$ cat config.mk
export PLATFORM = sky130hd
export DESIGN_NAME = selective_repeat_receiver
export DESIGN_NICKNAME = d
export VERILOG_FILES = /design/src/rtl/srr_pkg.sv /design/src/rtl/srr_ram.sv /design/src/rtl/selective_repeat_receiver.sv
export SDC_FILE = /design/constraint.sdc
export NUM_CORES = 1
export LEC_CHECK = 0
export BUFFER_PORTS_ARGS = -buffer_cell sky130_fd_sc_hd__buf_2
export CAP_MARGIN = 25
export CORE_MARGIN = 10
export CORE_UTILIZATION = 25
export CTS_BUF_LIST = sky130_fd_sc_hd__clkbuf_16
export CTS_CLUSTER_SIZE = 24
export DETAILED_ROUTE_END_ITERATION = 8
export GPL_TIMING_DRIVEN = 0
export HOLD_SLACK_MARGIN = 0.1
export PLACE_DENSITY = 0.4
export SLEW_MARGIN = 15
export SYNTH_ARGS = -nofsm -noshare
export SYNTH_HDL_FRONTEND = slang
export SYNTH_SLANG_ARGS = --single-unit
$ cat constraint.sdc
create_clock -name clock -period 7.2 [get_ports clock]
set_clock_uncertainty 0.1 [all_clocks]
set_input_delay 1.44 -clock clock [delete_from_list [all_inputs] [get_ports clock]]
set_output_delay 1.44 -clock clock [all_outputs]
set_load 0.03 [all_outputs]
$ cat src/rtl/srr_pkg.sv
`timescale 1ns / 1ps

package srr_pkg;

   // Window and sequence space
   localparam int WINDOW       = 8;
   localparam int SEQ_BITS     = 4;
   localparam int PAYLOAD_BITS = 64;

   // Derived widths
   localparam int SLOT_BITS = (WINDOW > 1) ? $clog2(WINDOW) : 1;
   localparam int CNT_BITS  = $clog2(WINDOW + 1);

   // Fixed port field widths
   localparam int SEQ_FIELD_BITS  = 4;
   localparam int DATA_FIELD_BITS = 64;
   localparam int TDATA_BITS      = 72;

   // Result kinds
   localparam logic KIND_ACK     = 1'b0;
   localparam logic KIND_DELIVER = 1'b1;

endpackage

$ cat src/rtl/srr_ram.sv
`timescale 1ns / 1ps

module srr_ram #(
   parameter int WIDTH = 64,
   parameter int DEPTH = 8
) (
   input  logic                                   clock,
   input  logic                                   wr_en,
   input  logic [((DEPTH > 1) ? $clog2(DEPTH) : 1)-1:0] wr_addr,
   input  logic [WIDTH-1:0]                       wr_data,
   input  logic                                   rd_en,
   input  logic [((DEPTH > 1) ? $clog2(DEPTH) : 1)-1:0] rd_addr,
   output logic [WIDTH-1:0]                       rd_data
);

   logic [WIDTH-1:0] mem_ff [DEPTH];
   logic [WIDTH-1:0] rd_data_ff;

   // One write port, one registered read port
   always_ff @(posedge clock) begin
      if (wr_en) begin
         mem_ff[wr_addr] <= wr_data;
      end
      if (rd_en) begin
         rd_data_ff <= mem_ff[rd_addr];
      end
   end

   assign rd_data = rd_data_ff;

endmodule

$ cat src/rtl/selective_repeat_receiver.sv
`timescale 1ns / 1ps

// Channel   Direction  Handshake             Contents
// req_      in         tvalid/tready         tdata: seq_num, payload_word; tuser: checksum_ok
// rsp_      out        tvalid/tready         tdata: ack_number, delivered_data; tuser: result_kind;
//                                            tlast: last_of_run
//
// One packet at a time: accept, then the acknowledgement, then per in-order delivery
// a payload RAM read, then an output load. A packet with a bad checksum returns to
// idle without an acknowledgement and yields nothing. Reset is synchronous and
// clears the window base to 1 and all present marks at once. A stalled rsp_ holds
// the sequencer; req_tready is high only while idle. The payload RAM read is registered.

module selective_repeat_receiver (
   input  logic        clock,
   input  logic        reset,

   input  logic        req_tvalid,
   output logic        req_tready,
   input  logic [71:0] req_tdata,   // [3:0] seq_num, [67:4] payload_word, [71:68] zero
   input  logic        req_tuser,   // [0] checksum_ok

   output logic        rsp_tvalid,
   input  logic        rsp_tready,
   output logic [71:0] rsp_tdata,   // [3:0] ack_number, [67:4] delivered_data, [71:68] zero
   output logic        rsp_tuser,   // [0] result_kind
   output logic        rsp_tlast    // last_of_run
);

   localparam logic [1:0] ST_IDLE = 2'd0;
   localparam logic [1:0] ST_ACK  = 2'd1;
   localparam logic [1:0] ST_READ = 2'd2;
   localparam logic [1:0] ST_EMIT = 2'd3;

   localparam int SB = srr_pkg::SEQ_BITS;
   localparam int LB = srr_pkg::SLOT_BITS;
   localparam int PB = srr_pkg::PAYLOAD_BITS;
   localparam int CB = srr_pkg::CNT_BITS;
   localparam int FB = srr_pkg::SEQ_FIELD_BITS;
   localparam int DB = srr_pkg::DATA_FIELD_BITS;

   logic [1:0]                state_ff, state_in;
   logic [SB-1:0]             base_ff, base_in;
   logic [srr_pkg::WINDOW-1:0] present_ff, present_in;
   logic [CB-1:0]             cnt_ff, cnt_in;
   logic [SB-1:0]             seq_ff;
   logic [PB-1:0]             data_ff;
   logic                      ok_ff;

   logic                      out_valid_ff, out_valid_in;
   logic                      out_kind_ff, out_kind_in;
   logic [FB-1:0]             out_ack_ff, out_ack_in;
   logic [DB-1:0]             out_data_ff, out_data_in;
   logic                      out_last_ff, out_last_in;

   logic                      req_fire;
   logic                      out_free;
   logic [SB-1:0]             win_offset;
   logic                      in_window;
   logic [LB-1:0]             seq_slot;
   logic [LB-1:0]             base_slot;
   logic [srr_pkg::WINDOW-1:0] present_wr;
   logic                      wr_en;
   logic                      rd_en;
   logic [PB-1:0]             rd_data;

   assign req_tready = (state_ff == ST_IDLE);
   assign req_fire   = req_tvalid & req_tready;
   assign out_free   = ~out_valid_ff | rsp_tready;

   // Window test and slot mapping
   assign win_offset = seq_ff - base_ff;
   assign in_window  = (32'(win_offset) < srr_pkg::WINDOW);
   assign seq_slot   = LB'(32'(seq_ff) % srr_pkg::WINDOW);
   assign base_slot  = LB'(32'(base_ff) % srr_pkg::WINDOW);

   // Marks as they stand once this packet is stored
   always_comb begin
      present_wr = present_ff;
      if (in_window) begin
         present_wr[seq_slot] = 1'b1;
      end
   end

   // Payload store
   srr_ram #(
      .WIDTH(PB),
      .DEPTH(srr_pkg::WINDOW)
   ) u_store (
      .clock  (clock),
      .wr_en  (wr_en),
      .wr_addr(seq_slot),
      .wr_data(data_ff),
      .rd_en  (rd_en),
      .rd_addr(base_slot),
      .rd_data(rd_data)
   );

   // Sequencer
   always_comb begin
      state_in     = state_ff;
      base_in      = base_ff;
      present_in   = present_ff;
      cnt_in       = cnt_ff;
      wr_en        = 1'b0;
      rd_en        = 1'b0;
      out_valid_in = out_valid_ff & ~rsp_tready;
      out_kind_in  = out_kind_ff;
      out_ack_in   = out_ack_ff;
      out_data_in  = out_data_ff;
      out_last_in  = out_last_ff;
      case (state_ff)
         ST_IDLE: begin
            if (req_fire) begin
               state_in = ST_ACK;
            end
         end
         ST_ACK: begin
            if (!ok_ff) begin
               state_in = ST_IDLE;
            end else if (out_free) begin
               wr_en        = in_window;
               present_in   = present_wr;
               cnt_in       = '0;
               out_valid_in = 1'b1;
               out_kind_in  = srr_pkg::KIND_ACK;
               out_ack_in   = FB'(seq_ff);
               out_data_in  = '0;
               out_last_in  = ~present_wr[base_slot];
               state_in     = present_wr[base_slot] ? ST_READ : ST_IDLE;
            end
         end
         ST_READ: begin
            // read the head entry and retire it
            rd_en                 = 1'b1;
            present_in[base_slot] = 1'b0;
            base_in               = base_ff + SB'(1);
            cnt_in                = cnt_ff + CB'(1);
            state_in              = ST_EMIT;
         end
         ST_EMIT: begin
            if (out_free) begin
               out_valid_in = 1'b1;
               out_kind_in  = srr_pkg::KIND_DELIVER;
               out_ack_in   = '0;
               out_data_in  = DB'(rd_data);
               if ((32'(cnt_ff) == srr_pkg::WINDOW) || !present_ff[base_slot]) begin
                  out_last_in = 1'b1;
                  state_in    = ST_IDLE;
               end else begin
                  out_last_in = 1'b0;
                  state_in    = ST_READ;
               end
            end
         end
         default: begin
            state_in = ST_IDLE;
         end
      endcase
   end

   // Control registers
   always_ff @(posedge clock) begin
      if (reset) begin
         state_ff     <= ST_IDLE;
         base_ff      <= SB'(1);
         present_ff   <= '0;
         cnt_ff       <= '0;
         out_valid_ff <= 1'b0;
      end else begin
         state_ff     <= state_in;
         base_ff      <= base_in;
         present_ff   <= present_in;
         cnt_ff       <= cnt_in;
         out_valid_ff <= out_valid_in;
      end
   end

   // Payload registers
   always_ff @(posedge clock) begin
      if (req_fire) begin
         seq_ff  <= SB'(req_tdata[FB-1:0]);
         data_ff <= PB'(req_tdata[FB+DB-1:FB]);
         ok_ff   <= req_tuser;
      end
      out_kind_ff <= out_kind_in;
      out_ack_ff  <= out_ack_in;
      out_data_ff <= out_data_in;
      out_last_ff <= out_last_in;
   end

   assign rsp_tvalid = out_valid_ff;
   assign rsp_tdata  = {{(srr_pkg::TDATA_BITS - FB - DB){1'b0}}, out_data_ff, out_ack_ff};
   assign rsp_tuser  = out_kind_ff;
   assign rsp_tlast  = out_last_ff;

endmodule
# Word level (Yosys, flattened, before mapping)

Memories as Yosys holds them, arrays and structs flattened. A register that Yosys moved wholly into a read port is not among the register bits.
Cells that the tools add are included.

Bits in registers: 158
Bits in writable memories: 512
Word-level logic and storage cells: 96
Memories kept: 1

Memories:

| name           | depth | width | read ports | clocked after Yosys merged registers in | write ports | line          | RTL |
|---|---|---|---|---|---|---|---|
| u_store.mem_ff | 8     | 64    | 1          | 1                                       | 1           | srr_ram.sv:16 | `logic [WIDTH-1:0] mem_ff [DEPTH];` |

Add/subtract/negate cells: 3
Magnitude comparators: 5
Equal/unequal tests: 9
Mux-type cells: 47
Bitwise gates (word level): 9
Reductions and logical operators: 10

Operator list:

| cell                                                                                 | number |
|---|---|
| 64-bit 2-to-1 mux                                                                    | 3 |
| 64-bit one-hot mux with 2 select lines                                               | 1 |
| 8-bit 2-to-1 mux                                                                     | 3 |
| 1-bit 2-to-1 mux                                                                     | 19 |
| 4-bit 2-to-1 mux                                                                     | 4 |
| 4-bit one-hot mux with 2 select lines                                                | 2 |
| 8-bit one-hot mux with 2 select lines                                                | 1 |
| 2-bit 2-to-1 mux                                                                     | 6 |
| 4-bit by 1-bit adder with 4-bit output (second input constant)                       | 2 |
| 8-bit AND                                                                            | 1 |
| 3-bit by 4-bit less-than comparator with 1-bit output (second input constant)        | 2 |
| 8-bit inverter                                                                       | 1 |
| 8-bit OR                                                                             | 1 |
| 2-bit one-hot mux with 4 select lines                                                | 1 |
| 1-bit binary-select mux with 3-bit select                                            | 2 |
| 1-bit demux with 3-bit select                                                        | 2 |
| 3-bit by 1-bit greater-or-equal comparator with 1-bit output (second input constant) | 2 |
| 2-bit != test (second input constant)                                                | 3 |
| 1-bit one-hot mux with 2 select lines                                                | 3 |
| 3-bit AND reduction                                                                  | 2 |
| 2-bit equality test (second input constant)                                          | 2 |
| 4-bit equality test (second input constant)                                          | 1 |
| 4-bit less-than comparator (second input constant)                                   | 1 |
| 4-bit AND reduction                                                                  | 1 |
| 12 further kinds                                                                     | 17 |

# Logic depth before layout (Yosys ltp)

Gate-level depths: netlist of run 1.

Word-level depth: 12
Gate-level depth with buffers: 10
Depth with buffers taken out: 7

# Hierarchy

Synthesis of run 1 repeated with hierarchy kept, for this count alone.

Cell total of the unflattened synthesis: 1207
Area, all modules: 27181.1 sq um

By module, submodules not included:

| module                    | instances | cells each | area each (sq um) |
|---|---|---|---|
| srr_ram                   | 1         | 816        | 21187.8 |
| selective_repeat_receiver | 1         | 391        | 5993.2 |

# Worst setup path before layout of run 1

OpenSTA, ideal clock, no wires.

Path kind: input to register
Start point: input rsp_tready
End point: memory u_store.mem_ff[7][0] (enable)
Data arrival time: 6.373 ns
Setup slack: 0.160 ns
Cell stages on the path: 4
Buffers on the path: 0
Cells stage by stage: nand2b_1 and4b_1 nand2_1 nor3_1

Cells in the longest elaborated chain, start to end: 6

RTL lines:

| element                                | line                             | RTL |
|---|---|---|
| start: declaration                     | selective_repeat_receiver.sv:24  | `input logic rsp_tready,` |
| 1-bit OR                               | selective_repeat_receiver.sv:69  | `assign out_free = ~out_valid_ff \| rsp_tready;` |
| 1-bit 2-to-1 mux                       | selective_repeat_receiver.sv:121 | `end else if (out_free) begin` |
| 1-bit 2-to-1 mux                       | selective_repeat_receiver.sv:119 | `if (!ok_ff) begin` |
| 1-bit 2-to-1 mux                       | selective_repeat_receiver.sv:112 | `case (state_ff)` |
| 1-bit 2-to-1 mux                       | srr_ram.sv:21                    | `if (wr_en) begin` |
| 1-bit 2-to-1 mux (not written as such) | srr_ram.sv:22                    | `mem_ff[wr_addr] <= wr_data;` |
| end: declaration                       | srr_ram.sv:16                    |  |

Every way passes these cells.

# Worst setup path in the final report of run 1

Start point: register base_ff[2]
End point: memory u_store.mem_ff[7][32] (enable)

Cells in the longest elaborated chain, start to end: 7

RTL lines:

| element                                | line                             | RTL |
|---|---|---|
| start: declaration                     | selective_repeat_receiver.sv:43  | `logic [SB-1:0] base_ff, base_in;` |
| start signal: assignment               | selective_repeat_receiver.sv:172 | `base_ff <= base_in;` |
| 4-bit subtractor                       | selective_repeat_receiver.sv:72  | `assign win_offset = seq_ff - base_ff;` |
| 4-bit less-than comparator             | selective_repeat_receiver.sv:73  | `assign in_window = (32'(win_offset) < srr_pkg::WINDOW);` |
| 1-bit 2-to-1 mux                       | selective_repeat_receiver.sv:121 |  |
| 1-bit 2-to-1 mux                       | selective_repeat_receiver.sv:119 |  |
| 1-bit 2-to-1 mux                       | selective_repeat_receiver.sv:112 |  |
| 1-bit 2-to-1 mux                       | srr_ram.sv:21                    |  |
| 1-bit 2-to-1 mux (not written as such) | srr_ram.sv:22                    |  |

Every way passes these cells.

==> impl_metrics.json, run 1 <==
{
  "status": "complete, no violations",
  "path_class": "reg -> reg",
  "cp_max_fo": 10,
  "rrSetupSlack_ns": 2.61,
  "syn_area_um2": 27200,
  "die_area_um2": 122000,
  "place_ws_ns": 2.58,
  "synthTopCellsByArea": "edfxtp_1, mux2_2, a221oi_1",
  "syn_area_per_cell_um2": 18.5,
  "dr.pass1.iters": 5,
  "clock_path_buffers": 3,
  "r2r-end": "u_store.mem_ff[7][32]$_DFFE_PP_",
  "final_max_slew_viol_count": 0,
  "ys_types": 64,
  "numCtsBuffers": 79,
  "gr-usage-met2_pct": 21.7,
  "grtUsageTotal_pct": 13.7,
  "drive_gt1_share_pct": 25.5,
  "yosysWarnings": 0,
  "antenna_found_initial": 11,
  "cpMaxStageDelayCell": "clkbuf_1",
  "relSlewSlack_pct": 24.4,
  "worst_pin_slew_ns": 1.13,
  "final_cell_mix": "edfxtp_1, buf_2, clkbuf_16",
  "path_depth": 14,
  "core-area_um2": 108000,
  "ir_drop_mv": 0.164,
  "dieHeight_um": 350,
  "area_delta_synth_final_pct": 21.1,
  "synthArstFlopShare_pct": 0,
  "cts_hold_buf": 0,
  "clkSinkCount": 734,
  "crit_top_cell": "buf_6",
  "ys_ff_latch": 734,
  "leakagePower_nw": 10.8,
  "utilization_pct": 30.6,
  "drc": 0,
  "synth-main-ff-cell": "edfxtp_1",
  "clk_pin_slew_ns": 0.06,
  "io_pins": 153,
  "reg2reg_depth": 14,
  "nFillCells": 10600,
  "cp_top_family": "buffers and inverters",
  "htreeDepth": 3,
  "synth.yosys.seq_area_share_pct": 80.3,
  "cts_setup_buffers": 0,
  "worstPathRequired_ns": 7.44,
  "met3_usage_pct": 3.06,
  "drv_cap": 0,
  "worst_ep_arrival_time_ns": 4.83,
  "setup-violations-final": 0,
  "start_util_pct": 25.3,
  "setup_slack_ns": 2.61,
  "tns_ns": 0,
  "final_nets": 1820,
  "grt_pass1_vias": 15500,
  "cts-root-buf": "clkbuf_16",
  "use_met1_pct": 18.2,
  "grt_overflow": 0,
  "start_kind": "register",
  "num_vias": 14900,
  "rsz0062_at_grt": "no",
  "finalHoldViolations": 0,
  "cts_tree": "built",
  "worstSkewPairLatency_ns": 0.64,
  "whs_ns": 0.387,
  "rows": 120,
  "layout_commonest_cell": "edfxtp_1",
  "period_needed_ns": 4.59,
  "fmax_mhz": 218,
  "synth_top_cell_area_share_pct": 78.9,
  "grt_pass1_wl_um": 119000,
  "port_buffers": 143,
  "gp_congestion": 0.783,
  "p_per_area_nw_per_um2": 276,
  "synth_edf_count": 715,
  "placed_cells": 3057,
  "critPathLaunch": "base_ff[2]$_SDFFE_PP0P_",
  "cpPeakStageDelay_ns": 0.75,
  "cp_num_buf_inv": 9,
  "final_antenna_net_count": 0,
  "hold_class": "reg -> reg",
  "grt_max_degree": 43,
  "die_x_um": 350,
  "crit_path_end": "u_store.mem_ff[7][32]$_DFFE_PP_",
  "viasPerCell": 4.65,
  "dp_hpwl_um": 55900,
  "post-route-period-util_pct": 63.7,
  "finalNonFillerCells": 3210,
  "synth_top_cell_by_area": "edfxtp_1",
  "grt_busiest_layer": "met2",
  "holdPathStages": 2,
  "worstPathCellList": "buf_4 -> inv_2 -> clkbuf_1 -> ha_1 -> a21oi_2 -> o21ai_4 -> xnor2_1 -> nor3_2 -> buf_6 -> buf_4 -> buf_6 -> buf_6 -> buf_6 -> buf_4",
  "r2r_start": "base_ff[2]$_SDFFE_PP0P_",
  "syn_inst": 1467,
  "drt-total-wl_um": 85500,
  "cts.repair.resized": 0,
  "routedWlPerCell_um": 26.6,
  "drt_iter0_drc": 1395,
  "endpoint_kind": "register"
}
sequential cells by signal (all words and copies together) (netlist names):
signal and count:
base_ff 4, seq_ff 4, present_ff 8, rsp_tlast 1, out_ack_ff 4, rsp_tvalid 1
out_data_ff 64, u_store.mem_ff 512, u_store.rd_data 64, state_ff 2, ok_ff 1, rsp_tuser 1
cnt_ff 4, data_ff 64
stage by stage:
step	instance area (um^2)	total power [mW]
finish	32900	9.10
global route	32900	9.40
CTS	32900	9.22
detailed placement	30300	5.17
global placement	29700	5.16
floorplan	27200	5.02
synth_stat cells, types with 3 or more instances:
master	instances
a21oi_1	39
a221o_1	8
a221oi_1	76
a222oi_1	11
a22oi_1	33
a32oi_1	4
and2_1	7
and3_1	64
buf_1	4
buf_2	21
buf_4	11
buf_6	3
clkbuf_1	51
dfxtp_1	19
edfxtp_1	715
ha_1	5
inv_1	12
inv_2	3
mux2_2	77
mux2i_1	32
mux4_2	23
nand2_1	64
nand2b_1	7
nand3_1	7
nor2_1	47
nor2b_1	4
nor3_1	10
o21ai_0	42
o22ai_1	21
xnor2_1	4
where the power goes:
part / internal, mW / switching (mW) / total, mW
registers: 4.77 / 0.0681 / 4.84
clock network: 2.35 / 1.67 / 4.03
logic: 0.0673 / 0.169 / 0.236
total: 7.19 / 1.91 / 9.10
cells by family after synthesis:
logic type,after synthesis,synth area share [%]
flops,734,80.3
compound gates,252,6.77
simple gates,232,4.40
mux,132,6.27
buf+inv,105,1.78
xor+xnor,6,0.193
fa+ha+maj,5,0.230
other cells,1,0.0138
worst min-delay path: cells and delay by family, from the launching register on:
family          cells  cell delay [ns]
simple gates        1             0.06
compound gates      1             0.05
flops               1             0.33
how the worst min path moves through the flow:
stage / startpoint / end / slack [ns]
floorplan: present_ff[1]$_SDFFE_PP0P_ / present_ff[1]$_SDFFE_PP0P_ / 0.35
global placement: present_ff[1]$_SDFFE_PP0P_ / present_ff[1]$_SDFFE_PP0P_ / 0.37
detailed placement: cnt_ff[2]$_SDFFE_PP0P_ / cnt_ff[2]$_SDFFE_PP0P_ / 0.37
CTS: present_ff[2]$_SDFFE_PP0P_ / present_ff[2]$_SDFFE_PP0P_ / 0.39
global route: present_ff[1]$_SDFFE_PP0P_ / present_ff[1]$_SDFFE_PP0P_ / 0.41
finish: present_ff[2]$_SDFFE_PP0P_ / present_ff[2]$_SDFFE_PP0P_ / 0.39
area by class of cell:
class	count	area (um^2)	area share, %
timing repair buffer	187	1340	4.07
buffer	90	433	1.31
clock buffer	84	2100	6.38
multi-input combinational	631	4910	14.9
inverter	15	81.3	0.247
antenna	5	12.5	0.0380
clock inverter	61	454	1.38
sequential	734	21900	66.3
tap	1403	1760	5.33
layer usage:
layer  vias up  part of all wire, %
li1       6499                    -
met1      7855                   45
met2       449                   47
met3       109                  5.8
met4        12                  2.7
met5         -                 0.24
No activity file was read; power rests on OpenSTA's default activity.
==> run 2, diff against run 1 <==
- PLACE_DENSITY: 0.4 -> 0.38
- clock period: 7.2 -> 4.5 ns (I/O delays scaled with it)
==> impl_metrics.json, run 2 (same netlist as run 1, synthesis figures left out) <==
{
  "utilization_pct": 30.7,
  "whs_ns": 0.340,
  "drv_cap": 0,
  "drive_gt1_share_pct": 25.2,
  "gp_congestion": 0.783,
  "cts-root-buf": "clkbuf_16",
  "dp_hpwl_um": 56400,
  "fmax_mhz": 252,
  "setup-violations-final": 0,
  "intPower_mw": 11.3,
  "pwr-share-clk_pct": 43.5,
  "wl_met2_um": 40700,
  "routedWlPerCell_um": 26.9,
  "p_seq_share_pct": 53.7,
  "cts_hold_buf": 0,
  "status": "complete, no violations",
  "core-area_um2": 108000,
  "setup_slack_ns": 0.534,
  "cts_tree": "built",
  "leakagePower_nw": 10.8,
  "drt-total-wl_um": 86200,
  "viasPerCell": 4.61,
  "antenna_found_initial": 12,
  "die_area_um2": 122000,
  "ir_drop_mv": 0.241,
  "final_nets": 1816,
  "cts.repair.resized": 0,
  "rsz0062_at_grt": "no",
  "numCtsBuffers": 81,
  "cts_setup_buffers": 0,
  "port_buffers": 143,
  "met1Wirelength_um": 39400,
  "cp_max_fo": 33,
  "cpMaxStageDelayCell": "or4_4",
  "endpoint_kind": "register",
  "drt_iter0_drc": 1176,
  "grt_overflow": 0,
  "clkSinkCount": 734,
  "power_mw": 14.4,
  "post-route-period-util_pct": 88.1,
  "dieHeight_um": 350,
  "period_needed_ns": 3.97,
  "area_delta_synth_final_pct": 21.2,
  "worstPathCellList": "buf_6 -> buf_2 -> inv_2 -> ha_1 -> nand2_1 -> o21ai_4 -> xnor2_1 -> or4_4 -> inv_6 -> buf_16",
  "grtUsageTotal_pct": 13.8,
  "htreeDepth": 3,
  "grt_pass1_wl_um": 120000,
  "final_antenna_net_count": 0,
  "relSlewSlack_pct": 28.6,
  "p_comb_share_pct": 2.7,
  "dr.pass1.iters": 7,
  "path_class": "reg -> reg",
  "clk_pin_slew_ns": 0.06,
  "worst_pin_slew_ns": 1.07,
  "p_per_area_nw_per_um2": 437,
  "route.met3.wl_um": 4270,
  "rows": 120,
  "swShare_pct": 21.2,
  "final_max_slew_viol_count": 0,
  "drc": 0,
  "worstSkewPairLatency_ns": 0.64,
  "finalHoldViolations": 0,
  "clock_path_buffers": 3,
  "num_vias": 14800,
  "worst_ep_arrival_time_ns": 4.17,
  "grt_pass1_vias": 15400,
  "maxUsedRoutingLayer": "met5",
  "die_x_um": 350,
  "worstPathRequired_ns": 4.70,
  "largest_register": "u_store.mem_ff",
  "cpPeakStageDelay_ns": 0.64,
  "grt_max_degree": 43,
  "place_ws_ns": 0.00304,
  "final_cell_mix": "edfxtp_1, buf_2, clkbuf_16",
  "switching_power_mw": 3.06,
  "io_pins": 153,
  "start_kind": "register",
  "layout_commonest_cell": "edfxtp_1",
  "start_util_pct": 25.3,
  "hold_class": "in -> reg",
  "largest_register_ff_count": 512
}
## run 2: metal layers
layer,vias up,GRT usage (%)
met5,-,0
met4,10,3.88
met3,106,2.57
met2,370,22.4
met1,7779,18.8
li1,6495,-
## run 2: final cells by class
class / count / area [um^2]
fillers: 10600 / 74500
flip-flops and latches: 734 / 21900
multi-input cells: 631 / 4920
clock buffers: 86 / 2150
well taps: 1403 / 1760
repair buffers: 183 / 1430
plain buffers: 88 / 424
clock inverters: 60 / 347
inverters: 15 / 81.3
diodes: 5 / 12.5
## run 2: power groups by stage
stage	logic, mW	clock network (mW)	registers [mW]
finish	0.395	6.27	7.74
global route	0.427	6.74	7.75
CTS	0.408	6.44	7.74
detailed placement	0.407	0	7.89
global placement	0.367	0	7.89
floorplan	0.139	0	7.89
## run 2: metrics by stage
stage	instance area, um^2	setup TNS (ns)	instances
after floorplan	27200	-41.23	1470
after global placement	29700	-1677.40	3016
after detailed placement	30500	0	3055
after CTS	33000	0	3200
after global routing	33000	0	3201
final	33000	0	3205
## run 2: worst max-delay path, delay by kind of cell, from the launching register on
family / cells / cell delay, ns
compound gates: 1 / 0.25
xor+xnor: 1 / 0.28
buf+inv: 5 / 1.48
simple gates: 2 / 0.72
fa+ha+maj: 1 / 0.38
flops: 1 / 0.36
## run 2: final timing paths
kind / startpoint / end / slack [ns] / cells after the start
setup / recovery: base_ff[1]$_SDFFE_PP0P_ / u_store.mem_ff[4][45]$_DFFE_PP_ / 0.53 / 10
hold / removal: req_tdata[54] / data_ff[50]$_DFFE_PP_ / 0.34 / 1
setup reg to reg: base_ff[1]$_SDFFE_PP0P_ / u_store.mem_ff[4][45]$_DFFE_PP_ / 0.53 / 10
hold reg to reg: present_ff[2]$_SDFFE_PP0P_ / present_ff[2]$_SDFFE_PP0P_ / 0.39 / 2
==> run 3, diff against run 2 <==
- SYNTH_HIERARCHICAL: default -> 1
==> impl_metrics.json, run 3 <==
{
  "clock_path_buffers": 3,
  "die_x_um": 350,
  "placed_cells": 2800,
  "area_delta_synth_final_pct": 23.5,
  "drv_cap": 0,
  "yosys.area_share.adder_pct": 0.230,
  "period_needed_ns": 3.93,
  "layout_commonest_cell": "edfxtp_1",
  "final_max_slew_viol_count": 0,
  "ir_drop_mv": 0.286,
  "muxShareOfSynthArea_pct": 13.4,
  "relSlewSlack_pct": 33.2,
  "drt-total-wl_um": 69200,
  "synth.yosys.seq_area_share_pct": 80.4,
  "grt_busiest_layer": "met2",
  "endpoint_kind": "register",
  "utilization_pct": 31.2,
  "core-area_um2": 108000,
  "viasPerCell": 4.31,
  "nFillCells": 10400,
  "worstPathRequired_ns": 4.74,
  "synthTopCellsByArea": "edfxtp_1, mux4_2, mux2_2",
  "num_vias": 12800,
  "synth-compound-area-share_pct": 1.27,
  "leakagePower_nw": 11.0,
  "grt_overflow": 0,
  "cpPeakStageDelay_ns": 0.59,
  "multiInputGateArea_um2": 5030,
  "syn_area_um2": 27200,
  "clkSinkCount": 734,
  "grt_max_degree": 39,
  "syn_area_per_cell_um2": 22.5,
  "final_nets": 1569,
  "numCtsBuffers": 88,
  "clk_pin_slew_ns": 0.06,
  "whs_ns": 0.345,
  "syn_inst": 1207,
  "status": "complete, no violations",
  "regArea_um2": 21900,
  "cts_setup_buffers": 0,
  "finalHoldViolations": 0,
  "yosysMostFrequentCell": "edfxtp_1",
  "cts.repair.resized": 0,
  "yosysWarnings": 6,
  "cts_tree": "built",
  "dp_hpwl_um": 45000,
  "largest_register": "u_store/mem_ff",
  "gp_congestion": 0.707,
  "synth-simple-area-share_pct": 3.02,
  "cp_max_fo": 10,
  "start_util_pct": 25.3,
  "worstPathCellList": "clkbuf_1 -> inv_1 -> ha_1 -> a21oi_1 -> o21ai_4 -> xnor2_2 -> nor2_1 -> nand2_1 -> nor3_4 -> buf_8 -> buf_16 -> buf_8",
  "tns_ns": 0,
  "met3_usage_pct": 2.53,
  "finalNonFillerCells": 2962,
  "ys_types": 52,
  "synth_commonest_cells": "edfxtp_1, mux4_2, and3_1, mux2_2, clkbuf_1",
  "cpMaxStageDelayCell": "nor3_4",
  "use_met1_pct": 15.1,
  "port_buffers": 143,
  "largest_register_ff_count": 512,
  "drt_iter0_drc": 823,
  "routedWlPerCell_um": 23.4,
  "path_class": "reg -> reg",
  "cts-root-buf": "clkbuf_16",
  "synth_edf_count": 715,
  "drive_gt1_share_pct": 34.7,
  "fmax_mhz": 255,
  "final_antenna_net_count": 0,
  "dieHeight_um": 350,
  "post-route-period-util_pct": 87.2,
  "dr.pass1.iters": 4,
  "final_cell_mix": "edfxtp_1, buf_2, mux4_2",
  "rows": 120,
  "grt_pass1_vias": 14100,
  "crit_top_cell": "buf_8",
  "synthArstFlopShare_pct": 0,
  "cts_hold_buf": 0,
  "rsz0062_at_grt": "no",
  "drc": 0,
  "worst_ep_arrival_time_ns": 4.16,
  "ys_ff_latch": 734,
  "io_pins": 153,
  "synth-main-ff-cell": "edfxtp_1",
  "start_kind": "register",
  "htreeDepth": 3,
  "hold_class": "in -> reg",
  "antenna_found_initial": 5,
  "die_area_um2": 122000,
  "grt_pass1_wl_um": 101000,
  "setup-violations-final": 0,
  "synth_top_cell_by_area": "edfxtp_1",
  "p_per_area_nw_per_um2": 448,
  "synth_top_cell_area_share_pct": 79.0,
  "grtUsageTotal_pct": 11.4,
  "synth_top_family_by_area": "multiplexers",
  "worstSkewPairLatency_ns": 0.64,
  "synthXorXnorAreaFrac_pct": 0.221,
  "worst_pin_slew_ns": 1.00,
  "gr-usage-met2_pct": 18.5
}
run 3: cell types whose count changed in the layout (fill, tap and decap cells not counted), sizes merged, moves of 11 or more:
cell	change
clkbuf	-12
mux2i	-31
mux4	+105
o21ai	-35
a222oi	-11
nand2	-45
nor2	-19
a221oi	-74
a22oi	-33
o22ai	-18
a21oi	-30
run 3: cell type report:
cell class                 count  area share, %
multi-input combinational    404           15.0
inverter                      10          0.127
clock buffer                  92           6.86
timing repair buffer         187           5.10
sequential                   734           65.1
tap                         1403           5.23
clock inverter                67           1.58
buffer                        62           1.05
antenna                        3         0.0224
run 3: power breakdown:
group	internal (mW)	switching [mW]
Sequential	7.63	0.104
Combinational	0.128	0.252
Clock	4.18	2.74
Total	11.9	3.10
run 3: worst paths after layout:
check                                                start                        endpoint  slack, ns  cells after the start
worst max-delay path               base_ff[1]$_SDFFE_PP0P_  u_store/mem_ff[4][7]$_DFFE_PP_       0.57                     12
worst min-delay path                         req_tdata[27]           data_ff[23]$_DFFE_PP_       0.34                      1
worst max register to register     base_ff[1]$_SDFFE_PP0P_  u_store/mem_ff[4][7]$_DFFE_PP_       0.57                     12
worst min register to register  present_ff[0]$_SDFFE_PP0P_      present_ff[0]$_SDFFE_PP0P_       0.40                      2
run 3: per-layer routing:
| layer | vias to the layer above | wire, um |
|---|---|---|
| li1 | 5585 | - |
| met1 | 6797 | 31300 |
| met2 | 289 | 33200 |
| met3 | 89 | 3450 |
| met4 | 0 | 1270 |
| met5 | - | 0 |
run 3: cells by family after synthesis:
logic type               after synthesis
AO/OA/AOI/OAI                         46
XOR/XNOR                               6
adder cells (fa/ha/maj)                5
buffers and inverters                 72
flip-flops                           734
multiplexers                         196
other                                  1
AND/OR/NAND/NOR                      147
run 3: worst max-delay path, delay by kind of cell (launching register included):
family                   cells  cell delay (ns)
AND/OR/NAND/NOR              3             1.05
buffers and inverters        5             1.23
AO/OA/AOI/OAI                2             0.36
flip-flops                   1             0.36
adder cells (fa/ha/maj)      1             0.26
XOR/XNOR                     1             0.23
run 3: per-stage QoR:
step,instance area (um^2),setup WS [ns],power [mW]
2_1_floorplan,27200,-0.503,8.04
3_3_place_gp,29700,-4.82,8.25
3_5_place_dp,30700,0.639,8.28
4_1_cts,33600,0.590,15.3
5_1_grt,33600,0.428,15.7
6_report,33600,0.574,15.0
